$ cat src/sms_pkg.sv
// ----------------------------------------------------------------------------
// sms_pkg
// Shared types and constants for the SPI mode 0 slave with transmit FIFO.
// ----------------------------------------------------------------------------
package sms_pkg;

  localparam int TX_DEPTH = 16;
  localparam int PTR_W    = (TX_DEPTH > 1) ? $clog2(TX_DEPTH) : 1;
  localparam int FILL_W   = $clog2(TX_DEPTH + 1);

  localparam int CMDQ_DEPTH = 2;
  localparam int CQ_PTR_W   = (CMDQ_DEPTH > 1) ? $clog2(CMDQ_DEPTH) : 1;
  localparam int CQ_CNT_W   = $clog2(CMDQ_DEPTH + 1);

  localparam int BITS_PER_BYTE = 8;
  localparam int BIT_CNT_W     = $clog2(BITS_PER_BYTE);
  localparam logic [BIT_CNT_W-1:0] LAST_BIT = BIT_CNT_W'(BITS_PER_BYTE - 1);

  typedef enum logic {
    REQ_SAMPLE = 1'b0,
    REQ_PUSH   = 1'b1
  } req_kind_t;

  typedef struct packed {
    req_kind_t  kind;
    logic       rise;
    logic       fall;
    logic       sel;
    logic       mosi;
    logic [7:0] tx_byte;
  } cmd_t;

  typedef struct packed {
    logic [CQ_CNT_W-1:0] count;
  } cmdq_status_t;

  typedef struct packed {
    logic [FILL_W-1:0] fill;
  } back_status_t;

endpackage

$ cat src/sms_req_if.sv
// ----------------------------------------------------------------------------
// sms_req_if
// Request channel: pin samples and transmit byte pushes.
// ----------------------------------------------------------------------------
interface sms_req_if;
  logic       valid;
  logic       ready;
  logic [0:0] req_type;
  logic       sck_level;
  logic       mosi_level;
  logic       select_level;
  logic [7:0] tx_byte;

  modport source (
    output valid, req_type, sck_level, mosi_level, select_level, tx_byte,
    input  ready
  );

  modport sink (
    input  valid, req_type, sck_level, mosi_level, select_level, tx_byte,
    output ready
  );
endinterface

$ cat src/sms_res_if.sv
// ----------------------------------------------------------------------------
// sms_res_if
// Result channel: MISO level, received byte and drop flag.
// ----------------------------------------------------------------------------
interface sms_res_if;
  logic       valid;
  logic       ready;
  logic       miso_level;
  logic       rx_valid;
  logic [7:0] rx_byte;
  logic       tx_dropped;

  modport source (
    output valid, miso_level, rx_valid, rx_byte, tx_dropped,
    input  ready
  );

  modport sink (
    input  valid, miso_level, rx_valid, rx_byte, tx_dropped,
    output ready
  );
endinterface

$ cat src/sms_front.sv
// ----------------------------------------------------------------------------
// sms_front
// Accepts requests, tracks the SCK history and classifies each sample into
// rising edge, falling edge or no edge before queuing it as a command.
// ----------------------------------------------------------------------------
module sms_front
  import sms_pkg::*;
(
  input  logic         clk,
  input  logic         rst,
  sms_req_if.sink      req,
  input  logic         q_full,
  output logic         q_push,
  output cmd_t         q_cmd
);

  logic last_sck;
  logic last_sck_known;
  logic is_sample;

  assign req.ready = !q_full;
  assign q_push    = req.valid && !q_full;
  assign is_sample = (req_kind_t'(req.req_type) == REQ_SAMPLE);

  always_comb begin
    q_cmd.kind    = req_kind_t'(req.req_type);
    q_cmd.rise    = last_sck_known && !last_sck && req.sck_level;
    q_cmd.fall    = last_sck_known && last_sck && !req.sck_level;
    q_cmd.sel     = req.select_level;
    q_cmd.mosi    = req.mosi_level;
    q_cmd.tx_byte = req.tx_byte;
  end

  always_ff @(posedge clk) begin
    if (rst) begin
      last_sck       <= 1'b0;
      last_sck_known <= 1'b0;
    end else if (q_push && is_sample) begin
      last_sck       <= req.sck_level;
      last_sck_known <= 1'b1;
    end
  end

endmodule

$ cat src/sms_cmdq.sv
// ----------------------------------------------------------------------------
// sms_cmdq
// Short command queue between the front and the back.
// ----------------------------------------------------------------------------
module sms_cmdq
  import sms_pkg::*;
(
  input  logic         clk,
  input  logic         rst,
  input  logic         push,
  input  cmd_t         push_cmd,
  output logic         full,
  input  logic         pop,
  output logic         head_valid,
  output cmd_t         head_cmd,
  output cmdq_status_t status
);

  cmd_t                entries [CMDQ_DEPTH];
  logic [CQ_PTR_W-1:0] wr_ptr;
  logic [CQ_PTR_W-1:0] rd_ptr;
  logic [CQ_CNT_W-1:0] count;
  logic                do_pop;

  assign full         = (count == CQ_CNT_W'(CMDQ_DEPTH));
  assign head_valid   = (count != '0);
  assign head_cmd     = entries[rd_ptr];
  assign do_pop       = pop && head_valid;
  assign status.count = count;

  function automatic logic [CQ_PTR_W-1:0] cq_next(input logic [CQ_PTR_W-1:0] p);
    return (p == CQ_PTR_W'(CMDQ_DEPTH - 1)) ? '0 : p + 1'b1;
  endfunction

  always_ff @(posedge clk) begin
    if (push) begin
      entries[wr_ptr] <= push_cmd;
    end
  end

  always_ff @(posedge clk) begin
    if (rst) begin
      wr_ptr <= '0;
      rd_ptr <= '0;
      count  <= '0;
    end else begin
      if (push) begin
        wr_ptr <= cq_next(wr_ptr);
      end
      if (do_pop) begin
        rd_ptr <= cq_next(rd_ptr);
      end
      priority if (push && !do_pop) begin
        count <= count + 1'b1;
      end else if (do_pop && !push) begin
        count <= count - 1'b1;
      end
    end
  end

endmodule

$ cat src/sms_back.sv
// ----------------------------------------------------------------------------
// sms_back
// Carries out commands: transmit FIFO pushes and SPI shift updates, and
// holds each result in an output register until it is transferred.
// ----------------------------------------------------------------------------
module sms_back
  import sms_pkg::*;
(
  input  logic         clk,
  input  logic         rst,
  input  logic         cmd_valid,
  input  cmd_t         cmd,
  output logic         cmd_pop,
  sms_res_if.source    res,
  output back_status_t status
);

  logic [7:0]           tx_queue [TX_DEPTH];
  logic [PTR_W-1:0]     rd_ptr;
  logic [PTR_W-1:0]     wr_ptr;
  logic [FILL_W-1:0]    fill;
  logic [7:0]           rx_shift;
  logic [7:0]           tx_shift;
  logic [BIT_CNT_W-1:0] bit_count;
  logic                 miso_hold;

  logic [7:0]           rx_shift_next;
  logic [7:0]           tx_shift_next;
  logic [BIT_CNT_W-1:0] bit_count_next;
  logic                 miso_hold_next;
  logic                 fifo_we;
  logic                 fifo_re;
  logic                 rx_valid_next;
  logic [7:0]           rx_byte_next;
  logic                 dropped_next;

  logic                 out_valid;
  logic                 out_miso;
  logic                 out_rx_valid;
  logic [7:0]           out_rx_byte;
  logic                 out_dropped;

  assign cmd_pop     = cmd_valid && (!out_valid || res.ready);
  assign status.fill = fill;

  assign res.valid      = out_valid;
  assign res.miso_level = out_miso;
  assign res.rx_valid   = out_rx_valid;
  assign res.rx_byte    = out_rx_byte;
  assign res.tx_dropped = out_dropped;

  function automatic logic [PTR_W-1:0] ptr_next(input logic [PTR_W-1:0] p);
    return (p == PTR_W'(TX_DEPTH - 1)) ? '0 : p + 1'b1;
  endfunction

  always_comb begin
    rx_shift_next  = rx_shift;
    tx_shift_next  = tx_shift;
    bit_count_next = bit_count;
    miso_hold_next = miso_hold;
    fifo_we        = 1'b0;
    fifo_re        = 1'b0;
    rx_valid_next  = 1'b0;
    rx_byte_next   = '0;
    dropped_next   = 1'b0;
    unique case (cmd.kind)
      REQ_PUSH: begin
        if (fill == FILL_W'(TX_DEPTH)) begin
          dropped_next = 1'b1;
        end else begin
          fifo_we = 1'b1;
        end
      end
      REQ_SAMPLE: begin
        if (cmd.sel) begin
          if (cmd.rise) begin
            if (bit_count == '0) begin
              if (fill != '0) begin
                tx_shift_next = tx_queue[rd_ptr];
                fifo_re       = 1'b1;
              end else begin
                tx_shift_next = '0;
              end
            end
            rx_shift_next = {rx_shift[6:0], cmd.mosi};
            if (bit_count == LAST_BIT) begin
              rx_valid_next = 1'b1;
              rx_byte_next  = rx_shift_next;
            end
          end
          if (cmd.fall) begin
            tx_shift_next  = {tx_shift[6:0], 1'b0};
            bit_count_next = bit_count + 1'b1;
          end
          miso_hold_next = tx_shift_next[7];
        end else begin
          bit_count_next = '0;
        end
      end
      default: begin
      end
    endcase
  end

  always_ff @(posedge clk) begin
    if (cmd_pop && fifo_we) begin
      tx_queue[wr_ptr] <= cmd.tx_byte;
    end
  end

  always_ff @(posedge clk) begin
    if (rst) begin
      rd_ptr    <= '0;
      wr_ptr    <= '0;
      fill      <= '0;
      rx_shift  <= '0;
      tx_shift  <= '0;
      bit_count <= '0;
      miso_hold <= 1'b0;
      out_valid <= 1'b0;
    end else begin
      if (cmd_pop) begin
        rx_shift  <= rx_shift_next;
        tx_shift  <= tx_shift_next;
        bit_count <= bit_count_next;
        miso_hold <= miso_hold_next;
        if (fifo_we) begin
          wr_ptr <= ptr_next(wr_ptr);
          fill   <= fill + 1'b1;
        end
        if (fifo_re) begin
          rd_ptr <= ptr_next(rd_ptr);
          fill   <= fill - 1'b1;
        end
        out_valid <= 1'b1;
      end else if (res.ready) begin
        out_valid <= 1'b0;
      end
    end
  end

  always_ff @(posedge clk) begin
    if (cmd_pop) begin
      out_miso     <= miso_hold_next;
      out_rx_valid <= rx_valid_next;
      out_rx_byte  <= rx_byte_next;
      out_dropped  <= dropped_next;
    end
  end

endmodule

$ cat src/spi_mode0_slave_with_tx_fifo.sv
// ----------------------------------------------------------------------------
// spi_mode0_slave_with_tx_fifo
// SPI mode 0 slave driven by oversampled pin samples, with a transmit FIFO
// that feeds MISO one byte per frame.
// ----------------------------------------------------------------------------
//  channel  dir  contents
//  req      in   req_type, sck_level, mosi_level, select_level, tx_byte
//  res      out  miso_level, rx_valid, rx_byte, tx_dropped
//
//  One request per cycle sustained when res is not stalled; one result per
//  request, passed through the command queue and the back output register.
//  The back unit's registered update of the shift state and FIFO sets the
//  rate; a two-entry command queue sits between front and back.
//  Reset is synchronous; it clears pointers, fill count and shift state but
//  not the FIFO storage.
//  A stalled res holds its result; req.ready falls once the queue is full.
// ----------------------------------------------------------------------------
module spi_mode0_slave_with_tx_fifo
  import sms_pkg::*;
(
  input  logic      clk,
  input  logic      rst,
  sms_req_if.sink   req,
  sms_res_if.source res
);

  logic         q_full;
  logic         q_push;
  cmd_t         q_cmd;
  logic         head_valid;
  cmd_t         head_cmd;
  logic         cmd_pop;
  cmdq_status_t cq_status;
  back_status_t bk_status;

  sms_front u_front (
    .clk    (clk),
    .rst    (rst),
    .req    (req),
    .q_full (q_full),
    .q_push (q_push),
    .q_cmd  (q_cmd)
  );

  sms_cmdq u_cmdq (
    .clk        (clk),
    .rst        (rst),
    .push       (q_push),
    .push_cmd   (q_cmd),
    .full       (q_full),
    .pop        (cmd_pop),
    .head_valid (head_valid),
    .head_cmd   (head_cmd),
    .status     (cq_status)
  );

  sms_back u_back (
    .clk       (clk),
    .rst       (rst),
    .cmd_valid (head_valid),
    .cmd       (head_cmd),
    .cmd_pop   (cmd_pop),
    .res       (res),
    .status    (bk_status)
  );

`ifndef SYNTHESIS
  a_fill_bound: assert property (@(posedge clk) disable iff (rst)
    bk_status.fill <= FILL_W'(TX_DEPTH))
    else $error("transmit FIFO fill exceeds depth");

  a_cmdq_bound: assert property (@(posedge clk) disable iff (rst)
    cq_status.count <= CQ_CNT_W'(CMDQ_DEPTH))
    else $error("command queue count exceeds depth");

  a_ready_matches_queue: assert property (@(posedge clk) disable iff (rst)
    req.ready == (cq_status.count != CQ_CNT_W'(CMDQ_DEPTH)))
    else $error("req.ready disagrees with command queue occupancy");

  a_rx_drop_exclusive: assert property (@(posedge clk) disable iff (rst)
    res.valid && res.rx_valid |-> !res.tx_dropped)
    else $error("result flags both a received byte and a dropped push");

  a_fill_step: assert property (@(posedge clk) disable iff (rst)
    !cmd_pop |=> bk_status.fill == $past(bk_status.fill))
    else $error("FIFO fill changed without a command");
`endif

endmodule
$ cat src/flat_wrapper.sv
// flat-port wrapper written by rule: the top's interface ports become plain ports
module spi_mode0_slave_with_tx_fifo_flat import sms_pkg::*;
  (clk, rst, req_valid, req_req_type, req_sck_level, req_mosi_level, req_select_level, req_tx_byte, req_ready, res_valid, res_miso_level, res_rx_valid, res_rx_byte, res_tx_dropped, res_ready);
  sms_req_if req_i ();
  sms_res_if res_i ();
  input  logic clk;
  input  logic rst;
  input wire logic [$bits(req_i.valid)-1:0] req_valid;
  input wire logic [$bits(req_i.req_type)-1:0] req_req_type;
  input wire logic [$bits(req_i.sck_level)-1:0] req_sck_level;
  input wire logic [$bits(req_i.mosi_level)-1:0] req_mosi_level;
  input wire logic [$bits(req_i.select_level)-1:0] req_select_level;
  input wire logic [$bits(req_i.tx_byte)-1:0] req_tx_byte;
  output wire logic [$bits(req_i.ready)-1:0] req_ready;
  output wire logic [$bits(res_i.valid)-1:0] res_valid;
  output wire logic [$bits(res_i.miso_level)-1:0] res_miso_level;
  output wire logic [$bits(res_i.rx_valid)-1:0] res_rx_valid;
  output wire logic [$bits(res_i.rx_byte)-1:0] res_rx_byte;
  output wire logic [$bits(res_i.tx_dropped)-1:0] res_tx_dropped;
  input wire logic [$bits(res_i.ready)-1:0] res_ready;
  assign req_i.valid = req_valid;
  assign req_i.req_type = req_req_type;
  assign req_i.sck_level = req_sck_level;
  assign req_i.mosi_level = req_mosi_level;
  assign req_i.select_level = req_select_level;
  assign req_i.tx_byte = req_tx_byte;
  assign req_ready = req_i.ready;
  assign res_valid = res_i.valid;
  assign res_miso_level = res_i.miso_level;
  assign res_rx_valid = res_i.rx_valid;
  assign res_rx_byte = res_i.rx_byte;
  assign res_tx_dropped = res_i.tx_dropped;
  assign res_i.ready = res_ready;
  spi_mode0_slave_with_tx_fifo u_core (.clk(clk), .rst(rst), .req(req_i), .res(res_i));
endmodule
$ cat config.mk
export PLATFORM = sky130hd
export DESIGN_NAME = spi_mode0_slave_with_tx_fifo_flat
export DESIGN_NICKNAME = d
export VERILOG_FILES = /design/src/sms_pkg.sv /design/src/sms_req_if.sv /design/src/sms_res_if.sv /design/src/sms_front.sv /design/src/sms_cmdq.sv /design/src/sms_back.sv /design/src/spi_mode0_slave_with_tx_fifo.sv /design/src/flat_wrapper.sv
export SDC_FILE = /design/constraint.sdc
export NUM_CORES = 1
export LEC_CHECK = 0
export ABC_CLOCK_PERIOD_IN_PS = 2800
export CAP_MARGIN = 20
export CELL_PAD_IN_SITES_DETAIL_PLACEMENT = 1
export CELL_PAD_IN_SITES_GLOBAL_PLACEMENT = 2
export CORE_UTILIZATION = 39
export DETAILED_ROUTE_END_ITERATION = 8
export DONT_BUFFER_PORTS = 1
export PLACE_DENSITY_LB_ADDON = 0.2
export SETUP_SLACK_MARGIN = 0.3
export SYNTH_ARGS = -nofsm -noshare
export SYNTH_HDL_FRONTEND = slang
export SYNTH_SLANG_ARGS = --single-unit
$ cat constraint.sdc
create_clock -name clk -period 2.8 [get_ports clk]
set_clock_uncertainty 0.15 [all_clocks]
set_input_delay 0.14 -clock clk [delete_from_list [all_inputs] [get_ports clk]]
set_output_delay 0.14 -clock clk [all_outputs]
set_load 0.02 [all_outputs]
# Word-level counts from Yosys, hierarchy flattened
# Memory sizes are Yosys's and may differ from the RTL's. A register that Yosys moved wholly into a read port is not among the register bits.
# Index checks and enable logic that the tools add are counted.
# W data, S select, Z words.
# totals
ff_bits,50
ram_bits,154
inputBits,16
out_inout_bits,13
n_memories,2
# op_classes
n_addsub,9
n_eq_ne,6
muxes,35
bitwise,5
n_reduce_logical,35
# memory_table
name,depth,width,rd,rd_clocked_by_memory_dff,wr,line,rtl
u_core.u_back.tx_queue,16,8,1,1,1,sms_back.sv:18,logic [7:0] tx_queue [TX_DEPTH];
u_core.u_cmdq.entries,2,13,1,1,1,sms_cmdq.sv:19,cmd_t entries [CMDQ_DEPTH];
# ops
op,count
$mux W8,4
$mux W1,21
$mux W4,4
$reduce_bool A2 Y1,6
$logic_and A1 B1 Y1,11
$mux W5,2
$add A4 B1 Y4 const B,2
$eq A4 B4 Y1 const B,2
$logic_not A1 Y1,6
$mux W3,2
$reduce_and A2 Y1,3
$reduce_and A3 Y1,2
$add A5 B1 Y5 const B,1
$eq A5 B5 Y1 const B,1
$not A1 Y1,5
$reduce_and A5 Y1,1
$reduce_bool A5 Y1,1
$sub A5 B1 Y5 const B,1
$mux W2,2
$reduce_and A4 Y1,1
$reduce_or A4 Y1,1
$add A3 B1 Y3 const B,1
$eq A3 B3 Y1 const B,1
$logic_not A3 Y1,1
other kinds (7),8

# Longest topological paths before layout
# depth
word_depth,9
depth_mapped,11
ltp_nobuf,11

# By module
# From an unflattened synthesis, not the netlist that was laid out.
# hier_totals
hier_cells,527
area_unflattened_um2,8425.6
# by_module_without_submodules
mod,instances,cells_each,area_each_um2,seq_area_each_um2
sms_back,1,442,7084.3,4914.7
sms_cmdq,1,62,1143.6,880.8
sms_front,1,23,197.7,40.0

# Worst setup path before layout
# Ideal clock, no wire load.
# synth_path
path_kind,register -> register
start,register with a tool-made name
end,"memory u_core.u_back.tx_queue[1][0], enable pin"
setup_ps,383
t_arrival_ps,1969
required_time_ps,2267
setup_slack_ps,298
stages_incl_launch_ff,7
path_cell_list,dfxtp_1 > buf_6 > mux2i_4 > a2111oi_2 > buf_2 > nand2_1 > nor3_1
# synth_lines
item,line
to (decl),sms_back.sv:18

# Final worst setup path
# layout_path
start,"register u_core.u_back.fill[3], in the netlist u_core.u_back.status[3]"
end,"register u_core.u_back.fill[4], in the netlist u_core.u_back.status[4]"
# layout_between
elab_chain_len,8
elab_cells_between_ends,15
# layout_rtl
item,line,rtl
from (decl),sms_back.sv:21,logic [FILL_W-1:0] fill;
from (signal assigned),sms_back.sv:129,fill <= fill + 1'b1;
from (signal assigned),sms_back.sv:133,fill <= fill - 1'b1;
$reduce_bool A5 Y1,sms_back.sv:78,if (fill != '0) begin
$mux W1,sms_back.sv:78,
$mux W1,sms_back.sv:77,if (bit_count == '0) begin
$mux W1,sms_back.sv:76,if (cmd.rise) begin
$mux W1,sms_back.sv:75,if (cmd.sel) begin
$mux W1,sms_back.sv:66,unique case (cmd.kind)
$reduce_bool A2 Y1 (no source line),--,
$reduce_and A2 Y1 (no source line),--,
# Parallel ways exist; a longest one is shown, timed or not. The select of a mux whose other input is x is not followed.
# A chain may end at the register's enable or synchronous reset.

==> impl_metrics.csv <==
group,metric,value,unit
run_status,outcome,"complete, no violations",
yosys,syn_area_per_cell,16.26,um2
setup_path,worstPathMaxFanout,5,
global_route,grt_pass1_vias,4802,
sta,setup_ws,0.4261,ns
power_and_ir_drop,seqPwrFrac,48.8,%
placement,preCtsSetupSlack,0.2853,ns
yosys,async_flop_share,0,%
final_layout,final_nets,590,
yosys,synth_xor_xnor_area_share,0.7334,%
clocking,cts.clk_slew.worst_paths,0.06,ns
yosys,synth_flop_cell,"edfxtp_1",
global_route,grt_pass1_wl,26960,um
drt,drt-wirelength-per-cell,20.04,um
drt,first_pass_iters,4,
die,ios,29,
sta,rsz0062_at_grt,"no",
power_and_ir_drop,clockPowerShare,35.5,%
yosys,synth_cell_types,54,
clocking,cts-buffers-inserted,22,
placement,portBuffers,0,
final_layout,final_util,46.61,%
final_layout,layout_common_cells,"edfxtp_1 (165), nor2_1 (53), dfxtp_1 (39)",
final_layout,area_growth,17.21,%
power_and_ir_drop,p_leak,3.184,nW
sta,hold_viol_final,0,
yosys,synth_top_area_share,59.27,%
drt,vias,4485,
final_layout,drive_above_1_share,24.14,%
die,die_area,22020,um2
clocking,clk_latency,0.51,ns
yosys,syn_inst,514,
power_and_ir_drop,power_switching,2.248,mW
yosys,synthMuxAreaShare,13.77,%
sta,tns,0,ns
sta,period_share,84.78,%
placement,dp_cells,798,
yosys,synth_seq_cells,209,
final_layout,fin_cells,855,
setup_path,end_kind,"flop",
min_path,hold_path_class,"input pin to flop",
yosys,synth_compound_area_share,5.254,%
yosys,syn_area,8359,um2
drt,wirelength,17130,um
final_layout,final_common_cell,"edfxtp_1",
power_and_ir_drop,vdd_drop_max,0.5749,mV
setup_path,crit_required,3.04,ns
clocking,max-clock-path-buffers,3,
global_route,gr-usage-all-layers,16.23,%
drt,drcViolationCount,0,
drt,final_antenna_net_count,0,
setup_path,crit_type,"flop to flop",
power_and_ir_drop,internal_power,6.013,mW
yosys,syn-num-nets,540,
final_layout,postLayoutCellArea,9798,um2
global_route,antenna_found_initial,0,
sta,hold_ws,0.1191,ns
final_layout,diodes,0,
placement,hpwlAfterDp,11160,um
setup_path,cp-start-kind,"flop",
clocking,cts_tree,"yes",
clocking,h-tree-depth,1,
sta,timing.fmax,421.2,MHz
sta,tightest_slew,1.015,ns
clocking,cts_root_buf,"clkbuf_16",
yosys,synth_edf_count,165,
power_and_ir_drop,power,8.261,mW
drt,first_iter_violations,176,
die,rows,53,
drt,vias_per_cell,5.246,
die,coreArea,21020,um2
yosys,synth_top_family_by_area,"multiplexers",
sta,period_needed,2.374,ns
yosys,ys_seq_area_share,69.81,%
die,start_util,39.77,%
setup_path,crit_arrival,2.61,ns
yosys,ys_top_cells_by_area,"edfxtp_1 (59%), dfxtp_1 (11%), mux4_2 (8.6%), mux2_2 (2.6%), nor2_1 (2.4%)",
run,maxCapViolCount,0,
die,die_h,148.4,um
yosys,synth_area_leader_cell,"edfxtp_1",
yosys,synth_fa_ha_area_share,1.497,%
power_and_ir_drop,p_sw_share,27.21,%
global_route,grt_max_degree,46,
global_route,overflow,0,
die,die_x,148.4,um
yosys,yosys_warnings,0,
sta,slew_headroom,32.25,%
placement,gp_congestion,0.7463,
sta,setup-violations-final,0,
power_and_ir_drop,comb_power_share,15.7,%
clocking,cts.sinks,209,
placement,place_area,8853,um2
sta,slew_viol_final,0,
clocking,post_cts_buffers,0,
power_and_ir_drop,powerDensity,843.1,nW/um2
yosys,synth_simple_gate_area_share,7.319,%
-- area by class of cell --
cell class / count / area (um2)
fillers: 2007 / 11220
flip-flops and latches: 209 / 5842
multi-input cells: 274 / 2419
clock buffers: 25 / 571.8
repair buffers: 48 / 425.4
well taps: 275 / 344.1
clock inverters: 15 / 162.7
inverters: 9 / 33.78
-- per-layer routing --
layer	share of wire, %	wire (um)	GRT usage (%)
met1	45	7713	22.43
met2	48	8255	26.31
met3	4.6	791	2.485
met4	2.2	373	5.309
met5	0	0	0
-- Yosys cell counts, drive strengths merged (6+ instances only) --
cell type,n
a21oi,23
a22oi,6
and2,7
buf,12
clkbuf,10
dfxtp,44
edfxtp,165
ha,10
inv,9
mux2,19
mux2i,20
mux4,32
nand2,17
nand2b,6
nor2,56
nor3,6
o21ai,11
o22ai,8
-- power by group through the flow --
stage                     registers (mW)  clock network, mW  logic (mW)
after floorplan                     4.04                  0       0.883
final                               4.03               2.93        1.30
after CTS                           4.03               3.02        1.30
after detailed placement            4.10                  0        1.25
after global placement              4.08                  0        1.20
after global routing                4.06               3.12        1.43
-- kinds of logic (layout without fill, tap and decap cells) --
group | Yosys count | count (layout)
compound gates | 66 | 66
xor+xnor | 7 | 7
fa+ha+maj | 10 | 10
buf+inv | 31 | 97
flops | 209 | 209
mux | 71 | 71
simple gates | 120 | 120
-- worst max-delay path, stage by stage, from the launching register on --
cell and delay, ns:
dfxtp_2 0.35, nor4_4 0.47, a211oi_4 0.12, nand2_1 0.11
xnor2_1 0.13, ha_2 0.22, o2111ai_1 0.13, a211oi_2 0.24
mux2_2 0.35
-- final timing paths --
check,cells after the start,slack (ns),startpoint,end
setup reg to reg,8,0.43,u_core.u_back.status[3],u_core.u_back.status[4]
hold reg to reg,2,0.34,u_core.u_back.tx_shift[0],u_core.u_back.tx_shift[0]
setup / recovery,8,0.43,u_core.u_back.status[3],u_core.u_back.status[4]
hold / removal,1,0.12,req_valid,u_core.u_cmdq.entries[1][1]
-- state kept, by name, indices dropped and copies added (netlist names), named ones only --
signal and flops:
u_core.u_cmdq.rd_ptr 1, u_core.u_front.last_sck_known 1, u_core.u_back.bit_count 3, u_core.u_cmdq.entries 26, u_core.u_back.res.miso_level 1, u_core.u_back.res.valid 1
u_core.u_back.rd_ptr 4, u_core.u_cmdq.wr_ptr 1, u_core.u_back.miso_hold 1, u_core.u_back.tx_shift 8, u_core.u_cmdq.status 2, u_core.u_back.res.rx_byte 8
u_core.u_front.last_sck 1, u_core.u_back.wr_ptr 4, u_core.u_back.tx_queue 128, u_core.u_back.rx_shift 7, u_core.u_back.res.rx_valid 1, u_core.u_back.status 5
u_core.u_back.res.tx_dropped 1
-- what timing repair did --
item | in CTS | in global routing
gates resized for setup | 1 | 9
endpoints found under the hold margin | 70 | 0
pin swaps | 1 | 3
hold buffers | 17 | 0
setup endpoints to repair | 2 | 10
Note: power is estimated with default switching activity, not from simulation.
